[src/hdl/itoa_pkg.sv]
// ----------------------------------------------------------------------------
// itoa_pkg: shared types, constants and microcode for the integer-to-ASCII block
// Holds the control word layout, the step program and the character tables.
// ----------------------------------------------------------------------------
package itoa_pkg;

  // Datapath sizing
  localparam int VALUE_WIDTH_DEF = 64;
  localparam int IN_WIDTH        = 64;   // width of the value field
  localparam int DIGITS          = 20;   // decimal digits of a 64-bit magnitude
  localparam int DIGIT_BITS      = DIGITS * 4;
  localparam int DCNT_W          = $clog2(DIGITS + 1);
  localparam int STEP_W          = 4;

  // Input format codes
  localparam logic [1:0] FUNC_SIGNED   = 2'd0;
  localparam logic [1:0] FUNC_UNSIGNED = 2'd1;
  localparam logic [1:0] FUNC_HEX      = 2'd2;

  // ASCII characters
  localparam logic [7:0] ASCII_MINUS = 8'h2d;
  localparam logic [7:0] ASCII_ZERO  = 8'h30;
  localparam logic [7:0] ASCII_X     = 8'h78;

  localparam logic [7:0] HEX_CHARS [16] = '{
    8'h30, 8'h31, 8'h32, 8'h33, 8'h34, 8'h35, 8'h36, 8'h37,
    8'h38, 8'h39, 8'h41, 8'h42, 8'h43, 8'h44, 8'h45, 8'h46
  };

  typedef logic [STEP_W-1:0] step_t;

  // Character source for an emit step
  typedef enum logic [1:0] {
    CH_ZERO,
    CH_X,
    CH_MINUS,
    CH_DIGIT
  } char_sel_e;

  // Datapath operation
  typedef enum logic [2:0] {
    DP_NOP,
    DP_LOAD,
    DP_DABBLE,
    DP_SKIP,
    DP_SHIFT
  } dp_op_e;

  // Jump condition
  typedef enum logic [2:0] {
    C_NEVER,
    C_ALWAYS,
    C_NO_INPUT,
    C_IS_DEC,
    C_NOT_NEG,
    C_BITS_LEFT,
    C_LEAD_ZERO,
    C_MORE_DIGITS
  } cond_e;

  // One control word of the program
  typedef struct packed {
    logic      accept;
    logic      emit;
    char_sel_e chr;
    dp_op_e    op;
    cond_e     cond;
    step_t     target;
  } ctrl_t;

  // Program step addresses
  localparam step_t ST_FETCH   = 4'd0;
  localparam step_t ST_FORMAT  = 4'd1;
  localparam step_t ST_HEX0    = 4'd2;
  localparam step_t ST_HEXX    = 4'd3;
  localparam step_t ST_SIGN    = 4'd4;
  localparam step_t ST_MINUS   = 4'd5;
  localparam step_t ST_CONVERT = 4'd6;
  localparam step_t ST_SKIP    = 4'd7;
  localparam step_t ST_EMIT    = 4'd8;
  localparam step_t ST_RET     = 4'd9;

  // Microcode ROM
  function automatic ctrl_t ucode(input step_t step);
    ctrl_t cw;
    cw = '{accept: 1'b0, emit: 1'b0, chr: CH_DIGIT, op: DP_NOP,
           cond: C_ALWAYS, target: ST_FETCH};
    case (step)
      ST_FETCH: begin
        cw.accept = 1'b1;
        cw.op     = DP_LOAD;
        cw.cond   = C_NO_INPUT;
        cw.target = ST_FETCH;
      end
      ST_FORMAT: begin
        cw.cond   = C_IS_DEC;
        cw.target = ST_SIGN;
      end
      ST_HEX0: begin
        cw.emit = 1'b1;
        cw.chr  = CH_ZERO;
        cw.cond = C_NEVER;
      end
      ST_HEXX: begin
        cw.emit   = 1'b1;
        cw.chr    = CH_X;
        cw.target = ST_SKIP;
      end
      ST_SIGN: begin
        cw.cond   = C_NOT_NEG;
        cw.target = ST_CONVERT;
      end
      ST_MINUS: begin
        cw.emit = 1'b1;
        cw.chr  = CH_MINUS;
        cw.cond = C_NEVER;
      end
      ST_CONVERT: begin
        cw.op     = DP_DABBLE;
        cw.cond   = C_BITS_LEFT;
        cw.target = ST_CONVERT;
      end
      ST_SKIP: begin
        cw.op     = DP_SKIP;
        cw.cond   = C_LEAD_ZERO;
        cw.target = ST_SKIP;
      end
      ST_EMIT: begin
        cw.emit   = 1'b1;
        cw.chr    = CH_DIGIT;
        cw.op     = DP_SHIFT;
        cw.cond   = C_MORE_DIGITS;
        cw.target = ST_EMIT;
      end
      ST_RET: begin
        cw.target = ST_FETCH;
      end
      default: begin
        cw.target = ST_FETCH;
      end
    endcase
    return cw;
  endfunction

endpackage

[src/hdl/itoa_stream_if.sv]
// ----------------------------------------------------------------------------
// itoa_stream_if: valid/ready channels of the integer-to-ASCII block
// Request channel (format and value) and character channel (char and last).
// ----------------------------------------------------------------------------
interface itoa_req_if;
  logic                            valid;
  logic                            ready;
  logic [1:0]                      func;
  logic [itoa_pkg::IN_WIDTH-1:0]   value;

  modport source (output valid, output func, output value, input ready);
  modport sink   (input valid, input func, input value, output ready);
endinterface

interface itoa_char_if;
  logic       valid;
  logic       ready;
  logic [7:0] out_char;
  logic       last;

  modport source (output valid, output out_char, output last, input ready);
  modport sink   (input valid, input out_char, input last, output ready);
endinterface

[src/hdl/integer_to_ascii_converter.sv]
// ----------------------------------------------------------------------------
// integer_to_ascii_converter: 64-bit integer to ASCII text, one char per transfer
// Microcoded sequencer: signed/unsigned decimal via shift-add-3, or 0x hex.
// ----------------------------------------------------------------------------
//
//  channel  dir  payload           accepted when
//  req_i    in   func, value       valid && ready
//  txt_o    out  out_char, last    valid && ready
//
// A decimal request runs fetch, format and sign steps, a minus step when a
// minus sign is printed, one shift-add-3 step per magnitude bit, leading-zero
// skip plus digit emit, and a return step. A hex request runs fetch, format,
// the 0 and x emit steps, skip, emit and return. The step program runs one
// control word per cycle unless an emit step stalls. Reset clears the step
// counter and output valid. An emit step holds the whole sequencer while the
// output register is full and not taken; ready is high only at the fetch step.
//
module integer_to_ascii_converter #(
  parameter int VALUE_WIDTH = itoa_pkg::VALUE_WIDTH_DEF
) (
  input  logic              clk_i,
  input  logic              rst_ni,
  itoa_req_if.sink          req_i,
  itoa_char_if.source       txt_o
);

  localparam int BCNT_W = $clog2(VALUE_WIDTH + 1);
  localparam int DB     = itoa_pkg::DIGIT_BITS;

  // Sequencer state
  itoa_pkg::step_t step_q, step_d;
  itoa_pkg::ctrl_t cw;

  // Datapath registers
  logic [VALUE_WIDTH-1:0]       mag_q, mag_d;
  logic [DB-1:0]                bcd_q, bcd_d;
  logic [BCNT_W-1:0]            bcnt_q, bcnt_d;
  logic [itoa_pkg::DCNT_W-1:0]  dcnt_q, dcnt_d;
  logic                         hex_q, hex_d;
  logic                         neg_q, neg_d;

  // Output register
  logic       out_valid_q, out_valid_d;
  logic [7:0] out_char_q, out_char_d;
  logic       out_last_q, out_last_d;

  logic                   run;
  logic                   cond_true;
  logic                   lead_zero;
  logic [3:0]             top_digit;
  logic [VALUE_WIDTH-1:0] in_val;
  logic                   in_neg;
  logic [DB-1:0]          bcd_adj;

  assign cw        = itoa_pkg::ucode(step_q);
  assign top_digit = bcd_q[DB-1 -: 4];
  assign lead_zero = (top_digit == 4'd0) && (dcnt_q != itoa_pkg::DCNT_W'(1));
  assign in_val    = req_i.value[VALUE_WIDTH-1:0];
  assign in_neg    = (req_i.func == itoa_pkg::FUNC_SIGNED) && in_val[VALUE_WIDTH-1];

  // Stall emit steps while the output register is occupied and not taken
  assign run = !cw.emit || !out_valid_q || txt_o.ready;

  assign req_i.ready    = cw.accept;
  assign txt_o.valid    = out_valid_q;
  assign txt_o.out_char = out_char_q;
  assign txt_o.last     = out_last_q;

  // Add 3 to every BCD digit of 5 or more before the shift
  always_comb begin
    for (int i = 0; i < itoa_pkg::DIGITS; i++) begin
      if (bcd_q[i*4 +: 4] >= 4'd5) begin
        bcd_adj[i*4 +: 4] = bcd_q[i*4 +: 4] + 4'd3;
      end else begin
        bcd_adj[i*4 +: 4] = bcd_q[i*4 +: 4];
      end
    end
  end

  // Jump condition select
  always_comb begin
    case (cw.cond)
      itoa_pkg::C_NEVER:       cond_true = 1'b0;
      itoa_pkg::C_ALWAYS:      cond_true = 1'b1;
      itoa_pkg::C_NO_INPUT:    cond_true = !req_i.valid;
      itoa_pkg::C_IS_DEC:      cond_true = !hex_q;
      itoa_pkg::C_NOT_NEG:     cond_true = !neg_q;
      itoa_pkg::C_BITS_LEFT:   cond_true = (bcnt_q != BCNT_W'(1));
      itoa_pkg::C_LEAD_ZERO:   cond_true = lead_zero;
      itoa_pkg::C_MORE_DIGITS: cond_true = (dcnt_q != itoa_pkg::DCNT_W'(1));
      default:                 cond_true = 1'b0;
    endcase
  end

  // Next step
  always_comb begin
    step_d = step_q;
    if (run) begin
      step_d = cond_true ? cw.target : itoa_pkg::step_t'(step_q + 1'b1);
    end
  end

  // Datapath operations
  always_comb begin
    mag_d  = mag_q;
    bcd_d  = bcd_q;
    bcnt_d = bcnt_q;
    dcnt_d = dcnt_q;
    hex_d  = hex_q;
    neg_d  = neg_q;
    if (run) begin
      case (cw.op)
        itoa_pkg::DP_LOAD: begin
          if (req_i.valid) begin
            hex_d  = req_i.func[1];
            neg_d  = in_neg;
            mag_d  = in_neg ? (~in_val + 1'b1) : in_val;
            bcd_d  = req_i.func[1] ? DB'(in_val) : '0;
            bcnt_d = BCNT_W'(VALUE_WIDTH);
            dcnt_d = itoa_pkg::DCNT_W'(itoa_pkg::DIGITS);
          end
        end
        itoa_pkg::DP_DABBLE: begin
          bcd_d  = {bcd_adj[DB-2:0], mag_q[VALUE_WIDTH-1]};
          mag_d  = {mag_q[VALUE_WIDTH-2:0], 1'b0};
          bcnt_d = bcnt_q - 1'b1;
        end
        itoa_pkg::DP_SKIP: begin
          if (lead_zero) begin
            bcd_d  = {bcd_q[DB-5:0], 4'd0};
            dcnt_d = dcnt_q - 1'b1;
          end
        end
        itoa_pkg::DP_SHIFT: begin
          bcd_d  = {bcd_q[DB-5:0], 4'd0};
          dcnt_d = dcnt_q - 1'b1;
        end
        default: begin
        end
      endcase
    end
  end

  // Output register load and drain
  always_comb begin
    out_valid_d = out_valid_q;
    out_char_d  = out_char_q;
    out_last_d  = out_last_q;
    if (out_valid_q && txt_o.ready) begin
      out_valid_d = 1'b0;
    end
    if (cw.emit && run) begin
      out_valid_d = 1'b1;
      out_last_d  = 1'b0;
      case (cw.chr)
        itoa_pkg::CH_ZERO:  out_char_d = itoa_pkg::ASCII_ZERO;
        itoa_pkg::CH_X:     out_char_d = itoa_pkg::ASCII_X;
        itoa_pkg::CH_MINUS: out_char_d = itoa_pkg::ASCII_MINUS;
        itoa_pkg::CH_DIGIT: begin
          out_char_d = itoa_pkg::HEX_CHARS[top_digit];
          out_last_d = (dcnt_q == itoa_pkg::DCNT_W'(1));
        end
        default: out_char_d = itoa_pkg::ASCII_ZERO;
      endcase
    end
  end

  // Control registers
  always_ff @(posedge clk_i or negedge rst_ni) begin
    if (!rst_ni) begin
      step_q      <= itoa_pkg::ST_FETCH;
      out_valid_q <= 1'b0;
    end else begin
      step_q      <= step_d;
      out_valid_q <= out_valid_d;
    end
  end

  // Payload registers
  always_ff @(posedge clk_i) begin
    mag_q      <= mag_d;
    bcd_q      <= bcd_d;
    bcnt_q     <= bcnt_d;
    dcnt_q     <= dcnt_d;
    hex_q      <= hex_d;
    neg_q      <= neg_d;
    out_char_q <= out_char_d;
    out_last_q <= out_last_d;
  end

endmodule

[src/flat_wrapper.sv]
// flat-port wrapper written by rule: the top's interface ports become plain ports
module integer_to_ascii_converter_flat 
#(
  parameter int VALUE_WIDTH = itoa_pkg::VALUE_WIDTH_DEF
)
  (clk_i, rst_ni, req_i_valid, req_i_func, req_i_value, req_i_ready, txt_o_valid, txt_o_out_char, txt_o_last, txt_o_ready);
  itoa_req_if req_i_i ();
  itoa_char_if txt_o_i ();
  input  logic clk_i;
  input  logic rst_ni;
  input wire logic [$bits(req_i_i.valid)-1:0] req_i_valid;
  input wire logic [$bits(req_i_i.func)-1:0] req_i_func;
  input wire logic [$bits(req_i_i.value)-1:0] req_i_value;
  output wire logic [$bits(req_i_i.ready)-1:0] req_i_ready;
  output wire logic [$bits(txt_o_i.valid)-1:0] txt_o_valid;
  output wire logic [$bits(txt_o_i.out_char)-1:0] txt_o_out_char;
  output wire logic [$bits(txt_o_i.last)-1:0] txt_o_last;
  input wire logic [$bits(txt_o_i.ready)-1:0] txt_o_ready;
  assign req_i_i.valid = req_i_valid;
  assign req_i_i.func = req_i_func;
  assign req_i_i.value = req_i_value;
  assign req_i_ready = req_i_i.ready;
  assign txt_o_valid = txt_o_i.valid;
  assign txt_o_out_char = txt_o_i.out_char;
  assign txt_o_last = txt_o_i.last;
  assign txt_o_i.ready = txt_o_ready;
  integer_to_ascii_converter #(.VALUE_WIDTH(VALUE_WIDTH)) u_core (.clk_i(clk_i), .rst_ni(rst_ni), .req_i(req_i_i), .txt_o(txt_o_i));
endmodule
[config.mk]
export PLATFORM = sky130hd
export DESIGN_NAME = integer_to_ascii_converter_flat
export DESIGN_NICKNAME = d
export VERILOG_FILES = /design/src/hdl/itoa_pkg.sv /design/src/hdl/itoa_stream_if.sv /design/src/hdl/integer_to_ascii_converter.sv /design/src/flat_wrapper.sv
export SDC_FILE = /design/constraint.sdc
export NUM_CORES = 1
export LEC_CHECK = 0
export BUFFER_PORTS_ARGS = -buffer_cell sky130_fd_sc_hd__buf_2
export CORE_ASPECT_RATIO = 1.25
export CORE_UTILIZATION = 62
export DETAILED_ROUTE_END_ITERATION = 16
export PLACE_DENSITY = 0.87
export REMOVE_ABC_BUFFERS = 1
export SLEW_MARGIN = 15
export SYNTH_ARGS = -nofsm -noshare
export SYNTH_HDL_FRONTEND = slang
export SYNTH_SLANG_ARGS = --single-unit
[constraint.sdc]
create_clock -name clk_i -period 9.15 [get_ports clk_i]
set_input_delay 2.745 -clock clk_i [delete_from_list [all_inputs] [get_ports clk_i]]
set_output_delay 2.745 -clock clk_i [all_outputs]
set_load 0.05 [all_outputs]
==> flow_summary.ini, run 1 <==
[logic_synthesis]
async_reset_ff_share_pct = 2.924
ys_types = 70
avgSynthCellArea_um2 = 9.563
ys.warnings.count = 0
synth_edf_count = 166
syn_inst = 1176
synth_ff_type = edfxtp_1
ys_seq_area_share_pct = 45.44
synthesis.area_um2 = 11250
synth.ff_latch_count = 171

[timing]
slew_headroom_pct = 28.22
finClkSkew_ns = 0.009494
fin_crit_ns = 4.987
clock.fmax_mhz = 200.5
hold_viol = 0
fin_crit_sh_pct = 54.50
slew_viol_final = 0
rsz0062_at_grt = no
tightest_slew_ns = 1.067
setup-tns-final_ns = 0
setup_viol = 0

[power]
p_clk_share_pct = 15.9
power_switching_uw = 1847
p_sw_share_pct = 42.13
leakage_uw = 0.004377
internal_power_uw = 2537
peakVddDrop_v = 0.0002321
p_per_area_nw_per_um2 = 356.6
pwr-share-seq_pct = 39.5
power_frac_comb_pct = 44.6

[cells_and_area]
final_layout_size_suffix_gt1_share_pct = 11.89
final_cell_mix = 166 x edfxtp_1, 120 x nand2_1, 116 x nor2_1
multiInputGateArea_um2 = 5650
finalNetCount = 1346
final_common_cell = edfxtp_1
utilization_pct = 69.74
area_growth_pct = 9.357
fillers = 1268
regArea_um2 = 5110

[worst_setup_path]
crit_slowest_cell = or3b_2
path_class = input pin to flip-flop
critPathBufInv = 2
max_stage_delay_ns = 0.85
path_max_fanout = 47
reg2reg_slack_ns = 5.96
rr_endpoint = u_core.bcd_q[11]
worstRegToRegCells = 7
crit_chain = buf_2, or3b_2, inv_1, o31ai_1, xor2_1, o21ai_0
cp_top_family = buffers and inverters
cp-start-kind = input pin
timing.rr.start = u_core.step_q[0]
end_kind = flip-flop
crit_start = req_i_func[1]
worst_ep_arrival_time_ns = 5.13
cp.required_ns = 9.29

[grt]
grt_pass1_wl_um = 43230
grt_pass1_vias = 9056
antenna_found_initial = 2
grt_start_max_net_pins = 105
grt.total_usage_pct = 29.32
overflow = 0

[die]
row_count = 54
io_pins = 81
dieArea_um2 = 18680
core_area_um2 = 17630
initial_core_util_pct = 63.77
die_h_um = 152.6
die_width_um = 122.5

[routing]
num_vias = 9333
vias_per_cell = 6.384
totalWireLength_um = 26510
wire_per_inst_um = 18.13
post-route-drc-count = 0
firstDrtPassIters = 6
postRouteAntennaNets = 0
drt_iter0_drc = 771

[outcome]
status = completed

[clock_network]
cts_root_buffer = clkbuf_16
h-tree-depth = 4
cts_buffer_depth = 2
clkTransAtPathRegs_ns = 0.06
cts.sink_count = 171
clk_latency_ns = 0.44
cts_tree = done
hold_buffers = 0
cts_resized = 0
numCtsBuffers = 17
cts_setup_buffers = 0

[run]
maxCapViolCount = 0

[min_path]
hold_depth = 2
holdPathEnd = u_core.mag_q[56]
hold_class = flip-flop to flip-flop
worstHoldStart = u_core.mag_q[55]

[placement]
gp_congestion = 0.8617
io_buffers = 79
hpwl_um = 17880
==> worst max path at each step <==
stage                        to  slack, ns  cells past startpoint
6_report       u_core.mag_q[10]       4.16                      6
5_1_grt        u_core.mag_q[24]       4.03                      6
4_1_cts        u_core.mag_q[29]       4.21                      6
3_5_place_dp   u_core.mag_q[29]       3.75                      6
3_3_place_gp   u_core.mag_q[16]       3.79                      6
2_1_floorplan   u_core.bcd_q[0]       1.38                      4
==> cell usage after synthesis, types with 3 or more instances <==
| cell type | count | area, um^2 |
|---|---|---|
| clkbuf_1 | 40 | 150.1 |
| or3_1 | 10 | 62.56 |
| inv_1 | 62 | 232.7 |
| o221ai_1 | 15 | 131.4 |
| o41ai_2 | 3 | 48.80 |
| xor2_1 | 24 | 210.2 |
| a21oi_1 | 116 | 580.6 |
| nor4_1 | 7 | 43.79 |
| or4_1 | 3 | 22.52 |
| dfrtp_1 | 5 | 125.1 |
| xnor2_1 | 62 | 543.0 |
| a31oi_1 | 20 | 125.1 |
| or3_4 | 4 | 45.04 |
| o41ai_1 | 3 | 26.28 |
| nand3_1 | 13 | 65.06 |
| o21ai_1 | 5 | 25.02 |
| ha_1 | 52 | 650.6 |
| nor3b_1 | 23 | 172.7 |
| nor3_1 | 29 | 145.1 |
| a211oi_1 | 5 | 37.54 |
| nand2_1 | 120 | 450.4 |
| nor2_1 | 117 | 439.2 |
| buf_1 | 10 | 37.54 |
| o22ai_1 | 9 | 56.30 |
| o21ai_0 | 103 | 515.5 |
| nor2b_1 | 5 | 31.28 |
| and3_1 | 4 | 25.02 |
| nand2b_1 | 25 | 156.4 |
| a221o_1 | 27 | 270.3 |
| mux2i_1 | 7 | 70.07 |
| a22oi_1 | 18 | 135.1 |
| o31ai_1 | 5 | 37.54 |
| clkbuf_8 | 5 | 68.82 |
| nand3b_1 | 5 | 37.54 |
| nand4_1 | 5 | 31.28 |
| edfxtp_1 | 166 | 4985 |
==> flip-flops by register name (all words and copies together) (netlist names) <==
signal,flops
u_core.neg_q,1
u_core.step_q,4
u_core.bcnt_q,7
u_core.bcd_q,80
u_core.mag_q,64
u_core.hex_q,1
u_core.txt_o.valid,1
u_core.txt_o.last,1
u_core.dcnt_q,5
u_core.txt_o.out_char,7
==> layer usage <==
layer  global-route usage (%)  part of all wire, %  vias to the layer above  wire length (um)
li1                         -                    -                     4418                 -
met1                    36.50                   40                     4456             10590
met2                    49.12                   51                      391             13480
met3                    5.314                  6.8                       68              1790
met4                    13.01                  2.4                        0               646
met5                        0                    0                        -                 0
==> worst min-delay path, delay by kind of cell (launching register included) <==
family             cells  cell delay, ns
DFF                    1            0.32
AOI/OAI and AO/OA      1            0.05
and+or+nand+nor        1            0.04
==> stage by stage <==
stage | instance area (um^2) | power [uW] | setup WS, ns | hold slack (ns) | cells
2_1_floorplan | 10950 | 3177 | 1.377 | 0.4963 | 1117
3_3_place_gp | 11740 | 3558 | 3.785 | 0.5033 | 1429
3_5_place_dp | 11740 | 3667 | 3.753 | 0.5093 | 1429
4_1_cts | 12290 | 4374 | 4.208 | 0.5280 | 1460
5_1_grt | 12300 | 4696 | 4.027 | 0.5432 | 1462
6_report | 12300 | 4385 | 4.163 | 0.5243 | 1462
==> final cells by class <==
type | count | share of cell area (%)
sequential | 171 | 41.55
clock inverter | 14 | 1.068
inverter | 62 | 1.892
timing repair buffer | 88 | 3.764
clock buffer | 17 | 3.459
antenna | 2 | 0.04070
multi-input combinational | 884 | 45.95
tap | 224 | 2.279
==> logic make-up (layout without fill, tap and decap cells) <==
group           after synthesis  after routing  synth area share [%]
compound gates              346            346                 19.26
flops                       171            171                 45.44
simple gates                392            392                 17.50
buf+inv                     121            181                 4.662
xor+xnor                     86             86                 6.698
mux                           7              7                0.6231
fa+ha+maj                    52             52                 5.785
other cells                   1              3               0.03335
==> power by group through the flow <==
stage	Combinational (uW)	Clock, uW	Sequential, uW
global placement	1840	0	1720
finish	1950	697	1730
floorplan	1390	0	1790
global route	2180	733	1780
CTS	1950	701	1730
detailed placement	1930	0	1740
(Power assumes the default switching activity.)
==> run 2: changes to the inputs <==
--- a/config.mk
+++ b/config.mk
@@ -5,11 +5,12 @@
 export SDC_FILE = /design/constraint.sdc
 export NUM_CORES = 1
 export LEC_CHECK = 0
+export ABC_AREA = 1
 export BUFFER_PORTS_ARGS = -buffer_cell sky130_fd_sc_hd__buf_2
 export CORE_ASPECT_RATIO = 1.25
-export CORE_UTILIZATION = 62
+export CORE_UTILIZATION = 56
 export DETAILED_ROUTE_END_ITERATION = 16
-export PLACE_DENSITY = 0.87
+export PLACE_DENSITY = 0.83
 export REMOVE_ABC_BUFFERS = 1
 export SLEW_MARGIN = 15
 export SYNTH_ARGS = -nofsm -noshare
==> constraint.sdc (replaced) <==
create_clock -name clk_i -period 4.14 [get_ports clk_i]
set_input_delay 1.242 -clock clk_i [delete_from_list [all_inputs] [get_ports clk_i]]
set_output_delay 1.242 -clock clk_i [all_outputs]
set_load 0.05 [all_outputs]
==> run 2 against run 1 <==
  * Register-to-register slack got worse by 4.9 ns
  * Wire length up 25%
  * Synthesized area grew 7.8%
  * Synthesized cell count up 33%
  * Final cell count is 30% higher
  * Flip-flop and latch count unchanged
  * Clock power up 130%
  * Final area up 8.0%
  * Clock-buffer cell count is 9 higher
  * Via count rose by 22%
  * Critical path type is now flip-flop to output port
  * Highest routed layer unchanged
==> flow_summary.ini, run 2 <==
[timing]
hold_viol = 0
fin_crit_sh_pct = 75.70
fin_crit_ns = 3.134
slew_viol_final = 0
clock.fmax_mhz = 319.1
tightest_slew_ns = 0.7825
setup_viol = 0
rsz0062_at_grt = no
finClkSkew_ns = 0.009693
slew_headroom_pct = 47.83

[clock_network]
clkTransAtPathRegs_ns = 0.07
cts_buffer_depth = 2
hold_buffers = 0
cts_root_buffer = clkbuf_16
cts.sink_count = 171
cts_tree = done
numCtsBuffers = 17
cts_resized = 0
cts_setup_buffers = 0
h-tree-depth = 4
clk_latency_ns = 0.44

[logic_synthesis]
synth_area_leaders = edfxtp_1 41%, nand2_1 11%, nor2_1 6.4%
synth_top_area_share_pct = 41.10
async_reset_ff_share_pct = 2.924
ys_seq_area_share_pct = 42.13
synthesis.area_um2 = 12130
syn_inst = 1560
synth_edf_count = 166
synth_common_cells = 347 x nand2_1, 207 x nor2_1, 173 x inv_1
synth_area_leader_cell = edfxtp_1
ys.warnings.count = 0
avgSynthCellArea_um2 = 7.774
post-synth-top-count-cell = nand2_1
synth_ff_type = edfxtp_1
ys_types = 49
synth.ff_latch_count = 171

[die]
io_pins = 81
initial_core_util_pct = 57.64
row_count = 59
dieArea_um2 = 22250
die_h_um = 166.5
die_width_um = 133.6
core_area_um2 = 21040

[routing]
wire_per_inst_um = 17.39
postRouteAntennaNets = 0
vias_per_cell = 5.975
post-route-drc-count = 0
drt_iter0_drc = 1443
num_vias = 11383
totalWireLength_um = 33120
firstDrtPassIters = 6

[worst_setup_path]
cp-start-kind = flip-flop
worst_ep_arrival_time_ns = 1.89
path_class = flip-flop to output port
end_kind = output port
path_max_fanout = 6
cp.required_ns = 2.90

[outcome]
status = completed

[cells_and_area]
antenna_cells = 0
final_layout_size_suffix_gt1_share_pct = 9.810
regMostFlops = u_core.bcd_q
fin_cells = 1905
final_common_cell = nand2_1
design_area_um2 = 13290
largest_reg_flops = 80
regArea_um2 = 5110
utilization_pct = 63.15
final_cell_mix = 347 x nand2_1, 207 x nor2_1, 172 x inv_1
fillers = 1801
finalNetCount = 1740
area_growth_pct = 9.553
multiInputGateArea_um2 = 6060
largestRegisters = u_core.bcd_q x80, u_core.mag_q x64

[power]
peakVddDrop_v = 0.0004949
p_per_area_nw_per_um2 = 708.7
leakage_uw = 0.005491

[grt]
grt_pass1_vias = 10933
overflow = 0
grt_start_max_net_pins = 68
antenna_found_initial = 0
grt.total_usage_pct = 30.44
grt_pass1_wl_um = 53320

[placement]
dp_cells = 1873
gp_congestion = 1.003
place_area_um2 = 12720
io_buffers = 79
hpwl_um = 23500

[min_path]
hold_class = flip-flop to flip-flop

[run]
maxCapViolCount = 0
==> run 2: cell count changes after synthesis, moves of 30 or more <==
cell,delta
inv_1,+111
nor2_1,+90
clkbuf_1,-32
nand3_1,+125
o211ai_1,+46
buf_2,+30
o21ai_0,+46
a21oi_1,-62
nand2_1,+227
xnor2_1,-48
==> run 2: logic make-up after synthesis <==
family | Yosys count | share of synthesized area, %
fa+ha+maj | 52 | 5.365
buf+inv | 235 | 7.995
flops | 171 | 42.13
other cells | 1 | 0.03092
compound gates | 311 | 15.24
simple gates | 752 | 26.49
xor+xnor | 38 | 2.744
==> run 2: routing by layer <==
layer | wire length [um] | track usage (%) | vias up
li1 | - | - | 5435
met5 | 0 | 0 | -
met3 | 3004 | 4.962 | 78
met1 | 12590 | 37.33 | 5324
met4 | 1097 | 13.39 | 0
met2 | 16430 | 52.42 | 546
==> run 2: report_power, final <==
group          internal (uW)  switching (uW)  leakage [uW]
sequential              3110             487       0.00162
clock                    923             681      0.000269
combinational           1250            2970       0.00360
==> run 2: cell type report <==
type / instances / share of cell area [%]
Multi-Input combinational cell: 1154 / 45.61
Sequential cell: 171 / 38.46
Inverter: 181 / 5.123
Timing Repair Buffer: 93 / 3.955
Clock buffer: 26 / 3.607
Tap cell: 274 / 2.580
Clock inverter: 6 / 0.6686
==> run 2: per-stage QoR <==
step | hold slack [ns] | worst slack [ns] | TNS [ns] | total power [uW]
final | 0.5244 | 1.006 | 0 | 9416
after global routing | 0.5424 | 0.8449 | 0 | 10070
after CTS | 0.5243 | 1.001 | 0 | 9360
after detailed placement | 0.5027 | 0.9586 | 0 | 7741
after global placement | 0.5018 | 0.9994 | 0 | 7569
after floorplan | 0.4944 | -3.555 | -284.42 | 6404
==> run 2: worst max-delay path, stage by stage (launching register included) <==
cell and delay [ns]:
dfrtp_1 0.45, inv_1 0.12, ha_1 0.25, nand2_2 0.11
nor2_1 0.20, buf_2 0.31
==> run 2: worst paths after layout <==
kind | from | to | slack, ns | cells after the start
max | u_core.step_q[0] | req_i_ready | 1.01 | 5
min | u_core.mag_q[41] | u_core.mag_q[42] | 0.52 | 2
max reg2reg | u_core.step_q[0] | u_core.mag_q[54] | 1.02 | 8
min reg2reg | u_core.mag_q[41] | u_core.mag_q[42] | 0.52 | 2
max in group asynchronous | rst_ni | u_core.txt_o.valid | 3.40 | 1
min in group asynchronous | rst_ni | u_core.step_q[1] | 0.60 | 1
